`src/rtl/frb_pkg.sv`:
```
`timescale 1ns / 1ps

package frb_pkg;

	// Buffer geometry.
	localparam int NUM_SLOTS   = 4;
	localparam int SLOT_BYTES  = 1024;
	localparam int SLOT_W      = (NUM_SLOTS > 1) ? $clog2(NUM_SLOTS) : 1;
	localparam int OFF_W       = $clog2(SLOT_BYTES);
	localparam int ADDR_W      = SLOT_W + OFF_W;
	localparam int MEM_DEPTH   = NUM_SLOTS * SLOT_BYTES;

	// Widths used for range compares of offsets and slot selects.
	localparam int OFF_XW      = 13;
	localparam int SEL_XW      = 5;

	// Command queue between the front and the back.
	localparam int QUEUE_DEPTH = 2;
	localparam int PTR_W       = (QUEUE_DEPTH > 1) ? $clog2(QUEUE_DEPTH) : 1;
	localparam int CNT_W       = $clog2(QUEUE_DEPTH + 1);

	typedef enum logic [1:0] {
		OP_STORE   = 2'd0,
		OP_READ    = 2'd1,
		OP_RELEASE = 2'd2,
		OP_UNUSED  = 2'd3
	} op_t;

	typedef enum logic [1:0] {
		ST_STORED   = 2'd0,
		ST_COMPLETE = 2'd1,
		ST_DROPPED  = 2'd2,
		ST_DONE     = 2'd3
	} status_t;

	// Result fields that are settled by the front.
	typedef struct packed {
		status_t     status;
		logic [1:0]  slot;
		logic [15:0] done_id;
		logic [10:0] total_length;
	} result_t;

	// One command for the back: an optional buffer access plus the result.
	typedef struct packed {
		logic              wr_en;
		logic              rd_en;
		logic [ADDR_W-1:0] addr;
		logic [7:0]        data;
		result_t           res;
	} entry_t;

endpackage

```
`src/rtl/frb_req_if.sv`:
```
`timescale 1ns / 1ps

interface frb_req_if;
	logic        valid;
	logic        ready;
	logic [1:0]  operation;
	logic [15:0] frag_id;
	logic [9:0]  byte_offset;
	logic [7:0]  data_byte;
	logic        final_fragment;
	logic        fragment_end;
	logic [1:0]  slot_select;

	modport source (
		output valid, operation, frag_id, byte_offset, data_byte,
		       final_fragment, fragment_end, slot_select,
		input  ready
	);

	modport sink (
		input  valid, operation, frag_id, byte_offset, data_byte,
		       final_fragment, fragment_end, slot_select,
		output ready
	);
endinterface

```
`src/rtl/frb_front.sv`:
```
`timescale 1ns / 1ps

module frb_front (
	input  logic              clk,
	input  logic              arst_n,
	frb_req_if.sink           req,
	input  logic              q_full,
	output logic              push,
	output frb_pkg::entry_t   push_entry
);

	logic [frb_pkg::NUM_SLOTS-1:0] valid_q;
	logic [15:0]                   ident_q [frb_pkg::NUM_SLOTS];

	logic [frb_pkg::NUM_SLOTS-1:0] hit;
	logic                          hit_any;
	logic                          free_any;
	logic [frb_pkg::SLOT_W-1:0]    hit_idx;
	logic [frb_pkg::SLOT_W-1:0]    free_idx;
	logic [frb_pkg::SLOT_W-1:0]    use_idx;
	logic [frb_pkg::SLOT_W-1:0]    sel_idx;
	logic                          drop;
	logic                          alloc;
	logic                          sel_ok;
	logic                          off_ok;
	logic [frb_pkg::OFF_XW-1:0]    off_x;
	logic                          is_store;
	logic                          is_release;

	// Accept a word whenever the command queue has room.
	assign req.ready = !q_full;
	assign push      = req.valid && req.ready;

	// Range checks on the offset and on the addressed slot.
	assign off_x   = frb_pkg::OFF_XW'(req.byte_offset);
	assign off_ok  = off_x < frb_pkg::OFF_XW'(frb_pkg::SLOT_BYTES);
	assign sel_ok  = frb_pkg::SEL_XW'(req.slot_select) < frb_pkg::SEL_XW'(frb_pkg::NUM_SLOTS);
	assign sel_idx = frb_pkg::SLOT_W'(req.slot_select);

	// Parallel id compare and lowest-index pick of a hit and a free slot.
	always_comb begin
		hit_any  = 1'b0;
		free_any = 1'b0;
		hit_idx  = '0;
		free_idx = '0;
		for (int i = 0; i < frb_pkg::NUM_SLOTS; i++) begin
			hit[i] = valid_q[i] && (ident_q[i] == req.frag_id);
		end
		for (int i = frb_pkg::NUM_SLOTS - 1; i >= 0; i--) begin
			if (hit[i]) begin
				hit_any = 1'b1;
				hit_idx = frb_pkg::SLOT_W'(i);
			end
			if (!valid_q[i]) begin
				free_any = 1'b1;
				free_idx = frb_pkg::SLOT_W'(i);
			end
		end
	end

	assign use_idx = hit_any ? hit_idx : free_idx;
	assign drop    = !hit_any && !free_any;
	assign alloc   = !hit_any && free_any;

	// Classify the word and build the command for the back.
	always_comb begin
		is_store                     = 1'b0;
		is_release                   = 1'b0;
		push_entry.wr_en             = 1'b0;
		push_entry.rd_en             = 1'b0;
		push_entry.addr              = {sel_idx, off_x[frb_pkg::OFF_W-1:0]};
		push_entry.data              = req.data_byte;
		push_entry.res.status        = frb_pkg::ST_DONE;
		push_entry.res.slot          = req.slot_select;
		push_entry.res.done_id       = '0;
		push_entry.res.total_length  = '0;
		unique case (frb_pkg::op_t'(req.operation))
			frb_pkg::OP_STORE: begin
				is_store = 1'b1;
				push_entry.addr = {use_idx, off_x[frb_pkg::OFF_W-1:0]};
				if (drop) begin
					push_entry.res.status = frb_pkg::ST_DROPPED;
					push_entry.res.slot   = '0;
				end else begin
					push_entry.wr_en    = off_ok;
					push_entry.res.slot = 2'(use_idx);
					if (req.final_fragment && req.fragment_end) begin
						push_entry.res.status       = frb_pkg::ST_COMPLETE;
						push_entry.res.done_id      = req.frag_id;
						push_entry.res.total_length = 11'(req.byte_offset) + 11'd1;
					end else begin
						push_entry.res.status = frb_pkg::ST_STORED;
					end
				end
			end
			frb_pkg::OP_READ: begin
				push_entry.rd_en = sel_ok && off_ok;
			end
			frb_pkg::OP_RELEASE: begin
				is_release = 1'b1;
			end
			frb_pkg::OP_UNUSED: begin
				is_release = 1'b0;
			end
			default: begin
				is_release = 1'b0;
			end
		endcase
	end

	// Slot occupancy: claimed by a new id, freed by a release.
	always_ff @(posedge clk or negedge arst_n) begin
		if (!arst_n) begin
			valid_q <= '0;
		end else if (push) begin
			if (is_store && alloc) begin
				valid_q[use_idx] <= 1'b1;
			end
			if (is_release && sel_ok) begin
				valid_q[sel_idx] <= 1'b0;
			end
		end
	end

	// Slot identifiers are recorded on allocation only.
	always_ff @(posedge clk) begin
		if (push && is_store && alloc) begin
			ident_q[use_idx] <= req.frag_id;
		end
	end

	// A store that is not dropped leaves its slot occupied.
	a_store_claims: assert property (@(posedge clk) disable iff (!arst_n)
		(push && is_store && !drop) |=> valid_q[$past(use_idx)])
		else $error("stored slot not valid after store");

	// A drop happens only with every slot occupied.
	a_drop_full: assert property (@(posedge clk) disable iff (!arst_n)
		(push && is_store && drop) |-> (&valid_q))
		else $error("byte dropped while a slot was free");

	// A claimed slot records the id of the word that claimed it.
	a_ident_rec: assert property (@(posedge clk) disable iff (!arst_n)
		(push && is_store && alloc) |=> (ident_q[$past(use_idx)] == $past(req.frag_id)))
		else $error("claimed slot lost its identifier");

endmodule

```
`src/flat_wrapper.sv`:
```
// flat-port wrapper written by rule: the top's interface ports become plain ports
module frb_front_flat 
  (clk, arst_n, q_full, push, push_entry, req_valid, req_operation, req_frag_id, req_byte_offset, req_data_byte, req_final_fragment, req_fragment_end, req_slot_select, req_ready);
  frb_req_if req_i ();
  input  logic clk;
  input  logic arst_n;
  input  logic q_full;
  output logic push;
  output frb_pkg::entry_t push_entry;
  input wire logic [$bits(req_i.valid)-1:0] req_valid;
  input wire logic [$bits(req_i.operation)-1:0] req_operation;
  input wire logic [$bits(req_i.frag_id)-1:0] req_frag_id;
  input wire logic [$bits(req_i.byte_offset)-1:0] req_byte_offset;
  input wire logic [$bits(req_i.data_byte)-1:0] req_data_byte;
  input wire logic [$bits(req_i.final_fragment)-1:0] req_final_fragment;
  input wire logic [$bits(req_i.fragment_end)-1:0] req_fragment_end;
  input wire logic [$bits(req_i.slot_select)-1:0] req_slot_select;
  output wire logic [$bits(req_i.ready)-1:0] req_ready;
  assign req_i.valid = req_valid;
  assign req_i.operation = req_operation;
  assign req_i.frag_id = req_frag_id;
  assign req_i.byte_offset = req_byte_offset;
  assign req_i.data_byte = req_data_byte;
  assign req_i.final_fragment = req_final_fragment;
  assign req_i.fragment_end = req_fragment_end;
  assign req_i.slot_select = req_slot_select;
  assign req_ready = req_i.ready;
  frb_front u_core (.clk(clk), .arst_n(arst_n), .req(req_i), .q_full(q_full), .push(push), .push_entry(push_entry));
endmodule
```
`config.mk`:
```
export PLATFORM = sky130hd
export DESIGN_NAME = frb_front_flat
export DESIGN_NICKNAME = d
export VERILOG_FILES = /design/src/rtl/frb_pkg.sv /design/src/rtl/frb_req_if.sv /design/src/rtl/frb_front.sv /design/src/flat_wrapper.sv
export SDC_FILE = /design/constraint.sdc
export NUM_CORES = 1
export LEC_CHECK = 0
export BUFFER_PORTS_ARGS = -buffer_cell sky130_fd_sc_hd__buf_2
export CORE_ASPECT_RATIO = 0.8
export CORE_MARGIN = 2
export CORE_UTILIZATION = 35
export CTS_CLUSTER_DIAMETER = 30
export DETAILED_ROUTE_END_ITERATION = 7
export PLACE_DENSITY = 0.6
export SYNTH_ARGS = -nofsm -noshare
export SYNTH_HDL_FRONTEND = slang
export SYNTH_SLANG_ARGS = --single-unit
```
`constraint.sdc`:
```
create_clock -name clk -period 4.9 [get_ports clk]
set_input_delay 0.245 -clock clk [delete_from_list [all_inputs] [get_ports clk]]
set_output_delay 0.245 -clock clk [all_outputs]
set_load 0.01 [all_outputs]
```
# Word-level counts from Yosys, hierarchy flattened
# Memories as Yosys holds them, arrays and structs flattened.
# Index checks and enable logic that the tools add are counted.
# word_totals
regBits	4
ramBits	64
in_bits	44
output_inout_bits	55
wordCells	71
mem_count	1
# memory_table
name	words	word_bits	rd	rd_clocked_by_memory_dff	write_ports	line	text
u_core.ident_q	4	16	4	0	1	frb_front.sv:13	logic [15:0] ident_q [frb_pkg::NUM_SLOTS];
# classes
n_addsub	1
magnitude_cmp	5
eq_ne	6
n_mux	37
bitwise	3
reduce_logical	17
# ops
operator	count
$eq A16 B16 Y1	4
$mux W27	2
$mux W31	1
$mux W1	18
$mux W2	9
$mux W4	4
$logic_and A1 B1 Y1	13
$mux W12	1
$add A10 B1 Y11 const B	1
$lt A10 B11 Y1 const B	1
$lt A2 B3 Y1 const B	2
$and A4 B4 Y4	1
$demux W1 S2	2
$ge A2 B1 Y1 const B	2
$not A4 Y4	1
$or A4 B4 Y4	1
$logic_not A1 Y1	3
$eq A2 B1 Y1 const B	1
$eq A2 B2 Y1 const B	1
$logic_not A2 Y1	1

# Longest topological paths before layout
# An unclocked memory read counts as a cell.
# logic_depth
depth_word	17
depth_mapped	9
mapped_depth_nobuf	6

# Least setup slack after synthesis
# No wires, ideal clock.
# synth_timing
path_kind	input to register
start	input port req_frag_id[7]
end	memory u_core.ident_q[3][0] (enable)
setup_ns	0.436
t_arrival_ns	3.600
setup_slack_ns	0.864
cell_stages	7
n_path_buf	1
cell_sequence	buf_4 -> xor2_1 -> or4_1 -> or4_4 -> o21ai_2 -> nand2_1 -> nor4b_1
# synth_via
elab_chain_len	11
# synth_rtl
item	line	text
from (decl)	flat_wrapper.sv:12	input wire logic [$bits(req_i.frag_id)-1:0] req_frag_id;
$eq A16 B16 Y1	frb_front.sv:47	hit[i] = valid_q[i] && (ident_q[i] == req.frag_id);
$logic_and A1 B1 Y1	frb_front.sv:47	
$mux W1 (4 in a row)	frb_front.sv:50	if (hit[i]) begin
$logic_not A1 Y1	frb_front.sv:63	assign alloc = !hit_any && free_any;
$logic_and A1 B1 Y1	frb_front.sv:63	
$logic_and A1 B1 Y1	frb_front.sv:127	if (push && is_store && alloc) begin
$mux W1	frb_front.sv:127	
$mux W1 (not written as such)	frb_front.sv:128	ident_q[use_idx] <= req.frag_id;
to (decl)	frb_front.sv:13	
# Parallel ways exist; a longest one is shown, timed or not.

==> flow_summary.yaml <==
sta:
  tightest_slew_ns: 0.929
  hold_viol: 0
  clock_skew_ns: 0.00790
  tns_ns: 0
  period_share: 0.646
  max_freq_mhz: 316
  period_minus_slack_ns: 3.16
  final_max_slew_viol_count: 0
  slew_headroom: 0.380
  setup_viol_count_final: 0
  rsz0062_at_grt: "no"
hold_path:
  hold_path.class: "in -> reg"
floorplanning:
  initial_core_util: 0.358
  coreArea_um2: 10800
  std_cell_rows: 34
  die_x_um: 121
  die_area_um2: 11900
  io_pins: 99
  chipHeight_um: 98.0
finish:
  nets: 450
  drive_gt1_frac: 0.312
  diodes: 0
  syn_to_final_growth_pct: 18.4
  fillers: 1055
  fin_cells: 554
yosys:
  synthFlopType: "edfxtp_1"
  synthTopCellsByArea: "edfxtp_1 (50%), xnor2_1 (11%), xor2_1 (5.2%)"
  avgSynthCellArea_um2: 11.2
  yosysTopAreaCellShare: 0.497
  syn-num-nets: 391
  synth_common_cells: "edfxtp_1 (64), xnor2_1 (49), nand2_1 (34), xor2_1 (23), buf_4 (19)"
  yosys_warnings: 0
  synth-seq-cells: 68
  syn_area_um2: 3860
  synth-edff-count: 64
  synth-seq-area-share: 0.523
  synth_cell_types: 39
  yosys.area.top_type: "edfxtp_1"
  synthArstFlopShare: 0.0588
  synthCells: 346
  synthMostInstantiatedCell: "edfxtp_1"
placement:
  gp_congestion: 0.887
  dp_cells: 537
  portBuffers: 82
  hpwlAfterDp_mm: 6.75
setup_path:
  reg2reg_setup_slack_ns: 2.09
  crit_path_cell_trace: "xor2_1, or4_1, or4_4, o22ai_2, nor3_2, buf_4, nor3_1, buf_2"
  worst-path-buf-inv: 2
  rr_endpoint: "u_core.ident_q[3][0]$_DFFE_PP_"
  cp_num_cells: 8
  critPathLaunchType: "register"
  slowest_stage: "or4_1"
  setup.worst_path.end: "push_entry[7]"
  crit_type: "reg -> out"
  crit_fanout: 19
  rr_startpoint: "u_core.ident_q[3][7]$_DFFE_PP_"
  reg2regPathDepth: 7
  slowest_delay_ns: 0.56
  cp.required_ns: 4.66
  crit_start: "u_core.ident_q[1][7]$_DFFE_PP_"
  critPathCaptureType: "primary output"
  cp_top_family: "simple AND/OR/NAND/NOR gates"
  crit_arrival_ns: 2.92
outcome:
  status: "finished, final reports clean"
grt:
  grt_pass1_vias: 2617
  grt_use_total: 0.159
  antenna_found_initial: 0
  grt_max_degree: 20
  gr-total-overflow: 0
  grt_pass1_wl_mm: 14.4
detailed_routing:
  num_vias: 2795
  drtPass1Iterations: 4
  wl_mm: 9.18
  drc: 0
  drt-initial-drc-count: 118
  ant_nets: 0
  viasPerCell: 5.05
  wire_per_inst_um: 16.6
flow_run:
  cap_violations: 0
power_and_ir_drop:
  power_density_nw_per_um2: 334
  worst_ir_drop_vdd_uv: 163
  leakage_uw: 0.00164
clock_tree:
  cts_buffers: 9
  cts_resized: 0
  cts.clk_slew.worst_paths_ns: 0.06
  htreeDepth: 3
  cts_max_path_buffers: 2
  cts_sinks: 68
  cts_tree: "done"
  clkLatencyLatePin_ns: 0.33
  cts_root_buffer: "clkbuf_16"
## worst register-to-register path, cell delays in order, from the launching register on
cell	delay [ns]
edfxtp_1	0.37
xor2_1	0.15
or4_1	0.56
or4_4	0.52
o21ai_2	0.18
nand2_1	0.13
nor4b_2	0.28
buf_4	0.29
## worst min path at each step
stage,cells past startpoint,slack [ns],from,end
6_report,3,0.25,req_slot_select[0],u_core.valid_q[2]$_DFFE_PN0P_
5_1_grt,3,0.26,req_slot_select[0],u_core.valid_q[2]$_DFFE_PN0P_
4_1_cts,3,0.24,req_slot_select[1],u_core.valid_q[1]$_DFFE_PN0P_
3_5_place_dp,1,0.05,arst_n,u_core.valid_q[2]$_DFFE_PN0P_
3_3_place_gp,1,0.05,arst_n,u_core.valid_q[0]$_DFFE_PN0P_
2_1_floorplan,0,-0.05,arst_n,u_core.valid_q[0]$_DFFE_PN0P_
## placed cells by master (no fill, tap or decap), types with 3 or more instances in the layout
cell type and count:
nor2_1 17, edfxtp_1 64, inv_1 3, clkbuf_16 9, nand3_1 15, dfrtp_1 4
o21ai_0 11, buf_4 6, nor2_4 9, nand4_1 18, or4_1 4, xor2_1 23
xnor2_1 49, nor3_1 13, nand2_1 34, buf_2 82, or2_2 4, a21oi_1 3
nor3b_1 5, nand4b_1 3
## through the flow
step | hold slack [ns] | utilization | setup WS (ns) | total power [µW] | instance area, µm²
final | 0.253 | 0.423 | 1.74 | 1530 | 4580
after global routing | 0.256 | 0.423 | 1.56 | 1590 | 4580
after CTS | 0.239 | 0.423 | 1.74 | 1540 | 4580
after detailed placement | 0.0527 | 0.395 | 2.02 | 895 | 4260
after global placement | 0.0501 | 0.395 | 2.07 | 893 | 4260
after floorplan | -0.0506 | - | 0.864 | 829 | 3860
## what timing repair did
| item | 4_1_cts | 5_1_grt |
|---|---|---|
| hold buffers | 1 | 0 |
| buffers inserted | 0 | 0 |
| endpoints found under the hold margin | 4 | 0 |
## where the power goes
part / internal, µW / switching, µW / total (µW) / leakage (µW)
logic: 75.8 / 129 / 205 / 0.000878
registers: 656 / 24.8 / 681 / 0.000623
clock network: 396 / 248 / 644 / 0.000142
total: 1130 / 402 / 1530 / 0.00164
## kinds of logic (layout without fill, tap and decap cells)
logic type / after synthesis / count (layout) / synth area share
AO/OA/AOI/OAI: 21 / 21 / 0.0340
XOR/XNOR: 72 / 72 / 0.163
adder cells (fa/ha/maj): 1 / 1 / 0.00324
buffers and inverters: 44 / 108 / 0.0702
flip-flops: 68 / 68 / 0.523
AND/OR/NAND/NOR: 140 / 140 / 0.206
## layout make-up
type                    instances  area (µm²)  share of cell area
clock buffers                   9         225              0.0492
clock inverters                 7        76.3              0.0167
inverters                       3        11.3             0.00246
multi-input cells             234        1600               0.349
flip-flops and latches         68        2020               0.442
well taps                     144         180              0.0394
repair buffers                 89         465               0.102
## state kept, by name, indices dropped and copies added, names as in the netlist
register	count
u_core.ident_q	64
u_core.valid_q	4
## routing by layer
layer  part of all wire  global-route usage  vias up
li1                   -                   -     1324
met1               0.45               0.226     1360
met2               0.45               0.238       97
met3              0.080              0.0438       14
met4              0.014              0.0495        0
met5                  0                   0        -
Power figures use the tool's default switching activity.
