===== config.mk =====
export PLATFORM = sky130hd
export DESIGN_NAME = frb_queue
export DESIGN_NICKNAME = d
export VERILOG_FILES = /design/src/rtl/frb_pkg.sv /design/src/rtl/frb_queue.sv
export SDC_FILE = /design/constraint.sdc
export NUM_CORES = 1
export LEC_CHECK = 0
export BUFFER_PORTS_ARGS = -buffer_cell sky130_fd_sc_hd__buf_2
export CAP_MARGIN = 5
export CELL_PAD_IN_SITES_DETAIL_PLACEMENT = 1
export CELL_PAD_IN_SITES_GLOBAL_PLACEMENT = 2
export CORE_ASPECT_RATIO = 0.6
export CORE_MARGIN = 3
export CORE_UTILIZATION = 42
export DETAILED_ROUTE_END_ITERATION = 8
export HOLD_SLACK_MARGIN = 0.12
export PLACE_DENSITY = 0.84
export SYNTH_ARGS = -nofsm -noshare
export SYNTH_HDL_FRONTEND = slang
export SYNTH_SLANG_ARGS = --single-unit

===== constraint.sdc =====
create_clock -name clk -period 10.2 [get_ports clk]
set_input_delay 2.04 -clock clk [delete_from_list [all_inputs] [get_ports clk]]
set_output_delay 2.04 -clock clk [all_outputs]
set_load 0.03 [all_outputs]

===== src/rtl/frb_pkg.sv =====
`timescale 1ns / 1ps

package frb_pkg;

	// Buffer geometry.
	localparam int NUM_SLOTS   = 4;
	localparam int SLOT_BYTES  = 1024;
	localparam int SLOT_W      = (NUM_SLOTS > 1) ? $clog2(NUM_SLOTS) : 1;
	localparam int OFF_W       = $clog2(SLOT_BYTES);
	localparam int ADDR_W      = SLOT_W + OFF_W;
	localparam int MEM_DEPTH   = NUM_SLOTS * SLOT_BYTES;

	// Widths used for range compares of offsets and slot selects.
	localparam int OFF_XW      = 13;
	localparam int SEL_XW      = 5;

	// Command queue between the front and the back.
	localparam int QUEUE_DEPTH = 2;
	localparam int PTR_W       = (QUEUE_DEPTH > 1) ? $clog2(QUEUE_DEPTH) : 1;
	localparam int CNT_W       = $clog2(QUEUE_DEPTH + 1);

	typedef enum logic [1:0] {
		OP_STORE   = 2'd0,
		OP_READ    = 2'd1,
		OP_RELEASE = 2'd2,
		OP_UNUSED  = 2'd3
	} op_t;

	typedef enum logic [1:0] {
		ST_STORED   = 2'd0,
		ST_COMPLETE = 2'd1,
		ST_DROPPED  = 2'd2,
		ST_DONE     = 2'd3
	} status_t;

	// Result fields that are settled by the front.
	typedef struct packed {
		status_t     status;
		logic [1:0]  slot;
		logic [15:0] done_id;
		logic [10:0] total_length;
	} result_t;

	// One command for the back: an optional buffer access plus the result.
	typedef struct packed {
		logic              wr_en;
		logic              rd_en;
		logic [ADDR_W-1:0] addr;
		logic [7:0]        data;
		result_t           res;
	} entry_t;

endpackage


===== src/rtl/frb_queue.sv =====
`timescale 1ns / 1ps

module frb_queue (
	input  logic            clk,
	input  logic            arst_n,
	input  logic            push,
	input  frb_pkg::entry_t push_entry,
	output logic            full,
	input  logic            pop,
	output logic            q_valid,
	output frb_pkg::entry_t q_entry
);

	frb_pkg::entry_t              mem_q [frb_pkg::QUEUE_DEPTH];
	logic [frb_pkg::PTR_W-1:0]    wr_ptr_q;
	logic [frb_pkg::PTR_W-1:0]    rd_ptr_q;
	logic [frb_pkg::CNT_W-1:0]    count_q;

	assign full    = count_q == frb_pkg::CNT_W'(frb_pkg::QUEUE_DEPTH);
	assign q_valid = count_q != '0;
	assign q_entry = mem_q[rd_ptr_q];

	// Pointers and fill count.
	always_ff @(posedge clk or negedge arst_n) begin
		if (!arst_n) begin
			wr_ptr_q <= '0;
			rd_ptr_q <= '0;
			count_q  <= '0;
		end else begin
			if (push) begin
				wr_ptr_q <= (wr_ptr_q == frb_pkg::PTR_W'(frb_pkg::QUEUE_DEPTH - 1)) ?
				            '0 : wr_ptr_q + 1'b1;
			end
			if (pop) begin
				rd_ptr_q <= (rd_ptr_q == frb_pkg::PTR_W'(frb_pkg::QUEUE_DEPTH - 1)) ?
				            '0 : rd_ptr_q + 1'b1;
			end
			if (push && !pop) begin
				count_q <= count_q + 1'b1;
			end else if (pop && !push) begin
				count_q <= count_q - 1'b1;
			end
		end
	end

	// Entry storage.
	always_ff @(posedge clk) begin
		if (push) begin
			mem_q[wr_ptr_q] <= push_entry;
		end
	end

	a_no_overflow: assert property (@(posedge clk) disable iff (!arst_n)
		full |-> !push)
		else $error("push into a full queue");

	a_no_underflow: assert property (@(posedge clk) disable iff (!arst_n)
		!q_valid |-> !pop)
		else $error("pop from an empty queue");

	a_count_range: assert property (@(posedge clk) disable iff (!arst_n)
		count_q <= frb_pkg::CNT_W'(frb_pkg::QUEUE_DEPTH))
		else $error("queue count out of range");

endmodule


# Word level (Yosys, flattened, before mapping)
# Memories as Yosys holds them, arrays and structs flattened.
# Cells that the tools add are included.
[word_totals]
word_cells = 21
inputBits = 57
memories = 1
register_bits = 4
output_inout_bits = 55
mem_bits_rw = 106
[classes]
mux = 6
n_reduce_logical = 6
n_eq_ne = 1
addsub = 4
[mem_list]
columns = ["memory", "depth", "word_bits", "rd", "rd_ports_with_merged_regs", "wr", "line", "source"]
rows = [
  ["mem_q", 2, 53, 1, 0, 1, "frb_queue.sv:14", "frb_pkg::entry_t mem_q [frb_pkg::QUEUE_DEPTH];"],
]
[op_table]
columns = ["cell", "n"]
rows = [
  ["$mux W1", 4],
  ["$mux W2", 2],
  ["$reduce_bool A2 Y1", 2],
  ["$add A1 B1 Y1 const B", 2],
  ["$add A2 B1 Y2 const B", 1],
  ["$eq A2 B2 Y1 const B", 1],
  ["$logic_and A1 B1 Y1", 2],
  ["$logic_not A1 Y1", 2],
  ["$sub A2 B1 Y2 const B", 1],
]

# Logic depth before layout (Yosys ltp)
# Gate-level depths: netlist of run 1.
[logic_depth]
ltp_word = 4
depth_mapped = 5
depth_no_buf = 5

# Least setup slack after synthesis of run 1
# Ideal clock, no wire load.
[synth_timing]
kind = "input to register"
startpoint = "input port push"
endpoint = "memory mem_q[0][0] (netlist name) (enable)"
t_arrival_ns = 4.385
setup_time_ns = 0.470
cell_stages = 1
path_buffers = 0
t_required_ns = 9.730
setup_slack_ns = 5.345
path_cell_list = "nor2b_1"
[synth_via]
elab_chain_cells = 2
[synth_lines]
columns = ["element", "line", "source"]
rows = [
  ["from (decl)", "frb_queue.sv:6", "input logic push,"],
  ["$mux W1", "frb_queue.sv:48", "if (push) begin"],
  ["$mux W1 (not written as such)", "frb_queue.sv:49", "mem_q[wr_ptr_q] <= push_entry;"],
  ["to (decl)", "frb_queue.sv:14", ""],
]
# No other way between the ends.

==> flow_metrics.py, run 1 <==
metrics = {
    "critical_path": {
        "cpPeakStageDelay_ns": 1.09,
        "crit_slowest_cell": "dfrtp_4",
        "cp-start-kind": "flip-flop",
        "worstPathRequired_ns": 8.16,
        "critical_path.top_delay_family": "flip-flops",
        "critPathBufInv": 1,
        "cp_cell_sequence": "mux2_2, buf_2",
        "worstPathMaxFanout": 54,
        "crit_type": "flip-flop to primary output",
        "arrival_ns": 2.03,
        "end_kind": "primary output",
    },
    "logic_synthesis": {
        "syn_avg_cell_area_um2": 23.6,
        "synth-edff-count": 106,
        "synth-seq-cells": 110,
        "yosys-top-cells-area": "edfxtp_1 75%, mux2_4 17%, buf_12 2.3%",
        "synth_nets": 239,
        "netlist_instances": 181,
        "ys.flop_type": "edfxtp_1",
        "post-synth-top-count-cell": "edfxtp_1",
        "synth.largest_area_cell": "edfxtp_1",
        "ys_async_sr_fraction_pct": 3.64,
        "yosysTopAreaCellShare_pct": 74.6,
        "synthDistinctLibCells": 14,
        "ys_seq_area_share_pct": 77.0,
        "yosys_warnings": 0,
        "syn_area_um2": 4260,
        "yosys-top-cells-count": "106 x edfxtp_1, 49 x mux2_4, 5 x buf_12",
    },
    "power_and_ir_drop": {
        "p_leak_nw": 2.12,
        "p_per_area_nw_per_um2": 309,
        "irDropWorstVdd_v": 0.000136,
    },
    "sta": {
        "slew_headroom_pct": 33.6,
        "setup_viol": 0,
        "slew_viol_final": 0,
        "rsz0062_at_grt": "false",
        "max_freq_mhz": 246,
        "finalCritPeriodShare_pct": 39.9,
        "hold_viol_final": 0,
        "min_period_ns": 4.07,
        "skew_ns": 0.00522,
        "hold_ws_ns": 0.506,
        "max_slew.worst_pin.slew_ns": 0.996,
        "tns_ns": 0,
    },
    "clocking": {
        "cts.clk_slew.worst_paths_ns": 0.07,
        "cts_setup_buffers": 0,
        "root_buffer": "clkbuf_16",
        "cts_resized": 0,
        "cts_buffer_depth": 2,
        "h-tree-depth": 3,
        "cts_tree": "built",
        "clk_latency_ns": 0.34,
        "numCtsBuffers": 9,
        "holdBufCountCts": 0,
        "clock-sinks": 110,
    },
    "drt": {
        "first_pass_iters": 4,
        "wl_per_cell_um": 18.4,
        "initialDrtViolationCount": 52,
        "num_vias": 2043,
        "route.detailed.drc": 0,
        "ant_nets": 0,
        "vias_per_cell": 4.71,
        "wl_mm": 7.98,
    },
    "die": {
        "rows": 27,
        "die_h_um": 84.1,
        "start_util_pct": 44.8,
        "die_w_um": 136,
        "die_area_um2": 11400,
        "core_um2": 9530,
        "ios": 112,
    },
    "grt": {
        "gr-usage-met2_pct": 21.9,
        "grt.overflow.total": 0,
        "grtUsageMet3_pct": 6.75,
        "grt_usage_pct": 14.7,
        "grt_max_degree": 55,
        "grt_pass1_wl_mm": 12.4,
        "grt_busiest_layer": "met2",
        "antenna_found_initial": 0,
        "grt_pass1_vias": 2271,
        "use_met1_pct": 19.1,
    },
    "cells_and_area": {
        "syn_to_final_growth_pct": 22.8,
        "drive_gt1_share_pct": 60.9,
        "fin_nets": 357,
        "antenna_cells": 0,
        "fillCellCount": 894,
    },
    "worst_hold_path": {
        "min_path_type": "flip-flop to flip-flop",
    },
    "place": {
        "portBuffers": 111,
        "gp_congestion": 0.723,
        "dp_hpwl_mm": 5.47,
    },
    "run_status": {
        "outcome": "finished, final reports clean",
    },
    "job": {
        "drv_cap": 0,
    },
}
worst register-to-register path: stages (launching register included):
cell	delay (ns)
dfrtp_1	0.43
nor2b_4	0.55
buf_4	0.54
through the flow:
stage          total power [W]  instances  utilization [%]  instance area [µm²]  setup WS (ns)
4_1_cts                0.00164        434             55.0                 5240           6.08
2_1_floorplan          0.00114        181                -                 4260           5.35
5_1_grt                0.00169        434             55.0                 5240           6.02
6_report               0.00162        434             55.0                 5240           6.13
3_5_place_dp           0.00125        418             51.4                 4900           6.46
3_3_place_gp           0.00123        418             51.4                 4900           6.46
cell families (layout without fill, tap and decap cells):
family	after synthesis	after routing	share of synthesized area (%)
flops	110	110	77.0
mux	53	53	18.3
buf+inv	7	130	2.70
xor+xnor	5	5	1.03
simple gates	5	5	0.675
fa+ha+maj	1	1	0.293
state kept, by name, indices dropped and copies added (netlist names):
signal,count
mem_q,106
count_q,2
rd_ptr_q,1
wr_ptr_q,1
cells in the final DEF (no fill, tap or decap):
| master | instances |
|---|---|
| inv_1 | 1 |
| nor2b_4 | 1 |
| bufinv_16 | 3 |
| clkinv_4 | 1 |
| clkinv_2 | 2 |
| ha_1 | 1 |
| nor2_1 | 1 |
| edfxtp_1 | 106 |
| mux2_4 | 49 |
| clkinv_1 | 1 |
| clkbuf_16 | 9 |
| xnor2_1 | 1 |
| and2_2 | 1 |
| dfrtp_1 | 3 |
| buf_2 | 111 |
| buf_4 | 2 |
| mux2_2 | 4 |
| xor2_1 | 4 |
| dfrtp_4 | 1 |
| nor2b_1 | 1 |
| or2_2 | 1 |
area by class of cell:
cell class | count | area (µm²) | area share [%]
sequential | 110 | 3290 | 62.8
timing repair buffer | 113 | 571 | 10.9
tap | 130 | 163 | 3.11
clock buffer | 9 | 225 | 4.30
multi-input combinational | 64 | 875 | 16.7
clock inverter | 7 | 113 | 2.15
inverter | 1 | 3.75 | 0.0717
layer usage:
layer  vias to the layer above  part of all wire [%]
li1                        941                     -
met1                      1008                    45
met2                        82                    44
met3                        12                   9.9
met4                         0                   1.2
met5                         -                     0
report_power, final:
part | leakage, nW | total, W | switching [W] | internal [W]
combinational | 0.916 | 0.000546 | 0.000313 | 0.000232
sequential | 1.04 | 0.000686 | 0.0000847 | 0.000601
clock | 0.167 | 0.000387 | 0.000149 | 0.000239
final timing paths:
kind,endpoint,cells past startpoint,startpoint,slack [ns]
worst max-delay path,q_entry[38],2,rd_ptr_q$_DFFE_PN0P_,6.13
worst min-delay path,count_q[1]$_DFFE_PN0P_,1,count_q[1]$_DFFE_PN0P_,0.51
worst max register to register,mem_q[0][3]$_DFFE_PP_,2,wr_ptr_q$_DFFE_PN0P_,8.33
worst min register to register,count_q[1]$_DFFE_PN0P_,1,count_q[1]$_DFFE_PN0P_,0.51
max in group asynchronous,rd_ptr_q$_DFFE_PN0P_,1,arst_n,8.55
min in group asynchronous,count_q[1]$_DFFE_PN0P_,1,arst_n,1.50
(Power assumes the default switching activity.)
==> run 2: changes to the inputs <==
--- a/config.mk
+++ b/config.mk
@@ -11,10 +11,10 @@
 export CELL_PAD_IN_SITES_GLOBAL_PLACEMENT = 2
 export CORE_ASPECT_RATIO = 0.6
 export CORE_MARGIN = 3
-export CORE_UTILIZATION = 42
+export CORE_UTILIZATION = 35
 export DETAILED_ROUTE_END_ITERATION = 8
 export HOLD_SLACK_MARGIN = 0.12
-export PLACE_DENSITY = 0.84
+export PLACE_DENSITY = 0.74
 export SYNTH_ARGS = -nofsm -noshare
 export SYNTH_HDL_FRONTEND = slang
 export SYNTH_SLANG_ARGS = --single-unit
==> constraint.sdc (replaced) <==
create_clock -name clk -period 3.35 [get_ports clk]
set_input_delay 0.67 -clock clk [delete_from_list [all_inputs] [get_ports clk]]
set_output_delay 0.67 -clock clk [all_outputs]
set_load 0.03 [all_outputs]
==> run 2 against run 1 <==
Against the previous run:
- worst setup slack lost 5.5 ns
- design area increased by 0.17%
- global-route usage fell by 2.7 points
- register-to-register slack got worse by 6.7 ns
- die area rose by 19%
- core utilization down 9.7 points
- wire length is 0.94% lower
- sequential power rose to 2.9 times the previous value
- final cell count grew 7.6%
- flip-flop and latch count did not move
- largest power group unchanged
- combinational power rose to 3.2 times the previous value
==> flow_metrics.py, run 2 (same netlist as run 1, synthesis figures left out) <==
metrics = {
    "run_status": {
        "outcome": "finished, final reports clean",
    },
    "cells_and_area": {
        "syn_to_final_growth_pct": 23.0,
        "reg.largest.list": "mem_q x106, count_q x2",
        "final_core_util_pct": 45.2,
        "fillCellCount": 1124,
        "top_register": "mem_q",
        "drive_gt1_share_pct": 60.1,
        "final_common_cell": "buf_2",
        "largest_reg_flops": 106,
        "layout.cells.most_common_list": "111 x buf_2, 106 x edfxtp_1, 49 x mux2_4",
        "fin_nets": 360,
        "final_area_um2": 5250,
    },
    "critical_path": {
        "endpoint": "q_entry[32]",
        "crit_start": "rd_ptr_q$_DFFE_PN0P_",
        "r2r_start": "wr_ptr_q$_DFFE_PN0P_",
        "arrival_ns": 2.02,
        "r2r_cells": 2,
        "crit_type": "flip-flop to primary output",
        "worstPathMaxFanout": 32,
        "worstPathRequired_ns": 2.68,
        "r2r_slack_ns": 1.65,
        "end_kind": "primary output",
        "r2r-end": "mem_q[1][11]$_DFFE_PP_",
        "cp-start-kind": "flip-flop",
    },
    "sta": {
        "setup_viol": 0,
        "min_period_ns": 2.69,
        "skew_ns": 0.00366,
        "finalCritPeriodShare_pct": 80.1,
        "max_slew.worst_pin.slew_ns": 0.741,
        "slew_headroom_pct": 50.6,
        "slew_viol_final": 0,
        "rsz0062_at_grt": "false",
        "tns_ns": 0,
        "max_freq_mhz": 372,
        "hold_ws_ns": 0.479,
        "hold_viol_final": 0,
    },
    "clocking": {
        "clk_latency_ns": 0.34,
        "cts.clk_slew.worst_paths_ns": 0.06,
        "h-tree-depth": 3,
        "cts_buffer_depth": 2,
        "numCtsBuffers": 9,
        "clock-sinks": 110,
        "root_buffer": "clkbuf_16",
        "cts_tree": "built",
    },
    "grt": {
        "antenna_found_initial": 2,
        "grt_pass1_vias": 2240,
        "grt_pass1_wl_mm": 12.0,
        "grt_usage_pct": 11.9,
        "grt_max_degree": 33,
        "grt.overflow.total": 0,
    },
    "drt": {
        "first_pass_iters": 4,
        "initialDrtViolationCount": 91,
        "wl_mm": 7.90,
        "wl_per_cell_um": 16.9,
        "num_vias": 2020,
        "vias_per_cell": 4.33,
        "route.detailed.drc": 0,
        "ant_nets": 0,
    },
    "job": {
        "drv_cap": 0,
    },
    "place": {
        "placed_cell_area_um2": 4980,
        "gp_congestion": 0.672,
        "portBuffers": 111,
        "dp_hpwl_mm": 5.40,
    },
    "power_and_ir_drop": {
        "p_per_area_nw_per_um2": 896,
        "p_total_w": 0.00470,
        "irDropWorstVdd_v": 0.000368,
        "p_leak_nw": 2.10,
    },
    "die": {
        "core_um2": 11600,
        "start_util_pct": 36.8,
        "ios": 112,
        "rows": 30,
        "die_w_um": 148,
        "die_h_um": 91.5,
        "die_area_um2": 13600,
    },
    "worst_hold_path": {
        "min_path_type": "flip-flop to flip-flop",
    },
}
==> run 2: worst max-delay path: stages (launching register included) <==
cell,delay [ns]
dfrtp_4,0.81
buf_12,0.29
mux2_2,0.35
buf_2,0.18
==> run 2: timing repair <==
action | 4_1_cts | 5_1_grt
buffers inserted | 0 | 0
hold buffers | 1 | 0
resized for setup | 0 | 0
hold endpoints to repair | 4 | 0
==> run 2: cell type report <==
| class | instances | area (µm²) | share of cell area (%) |
|---|---|---|---|
| Multi-Input combinational cell | 64 | 875 | 16.7 |
| Timing Repair Buffer | 116 | 621 | 11.8 |
| Clock buffer | 10 | 229 | 4.37 |
| Clock inverter | 5 | 27.5 | 0.525 |
| Sequential cell | 110 | 3290 | 62.7 |
| Tap cell | 160 | 200 | 3.82 |
| Antenna cell | 1 | 2.50 | 0.0477 |
| Inverter | 1 | 3.75 | 0.0716 |
==> run 2: per-stage QoR <==
stage,instances,worst slack (ns)
floorplan,181,0.855
global placement,450,1.01
detailed placement,450,1.01
CTS,466,0.623
global route,466,0.579
finish,467,0.665
==> run 2: routing by layer <==
metal  share of wire, %  GRT usage, %  routed length, µm  vias up
li1                   -             -                  -      946
met1                 45          15.2               3530      975
met2                 44          17.9               3480       82
met3                9.8          5.89                776       13
met4                1.0          3.69                 82        4
met5               0.34             0                 27        -
==> run 2: worst min-delay path by stage <==
stage,start,endpoint,slack (ns),cells after the start
floorplan,arst_n,count_q[0]$_DFFE_PN0P_,0.37,0
global placement,count_q[1]$_DFFE_PN0P_,count_q[1]$_DFFE_PN0P_,0.46,1
detailed placement,count_q[1]$_DFFE_PN0P_,count_q[1]$_DFFE_PN0P_,0.47,1
CTS,count_q[1]$_DFFE_PN0P_,count_q[1]$_DFFE_PN0P_,0.48,1
global route,count_q[1]$_DFFE_PN0P_,count_q[1]$_DFFE_PN0P_,0.49,1
finish,count_q[1]$_DFFE_PN0P_,count_q[1]$_DFFE_PN0P_,0.48,1
==> run 2: where the power goes <==
group / internal [W] / switching, W / total (W)
clock network: 0.000494 / 0.000441 / 0.000935
logic: 0.000728 / 0.00103 / 0.00176
registers: 0.00183 / 0.000179 / 0.00201
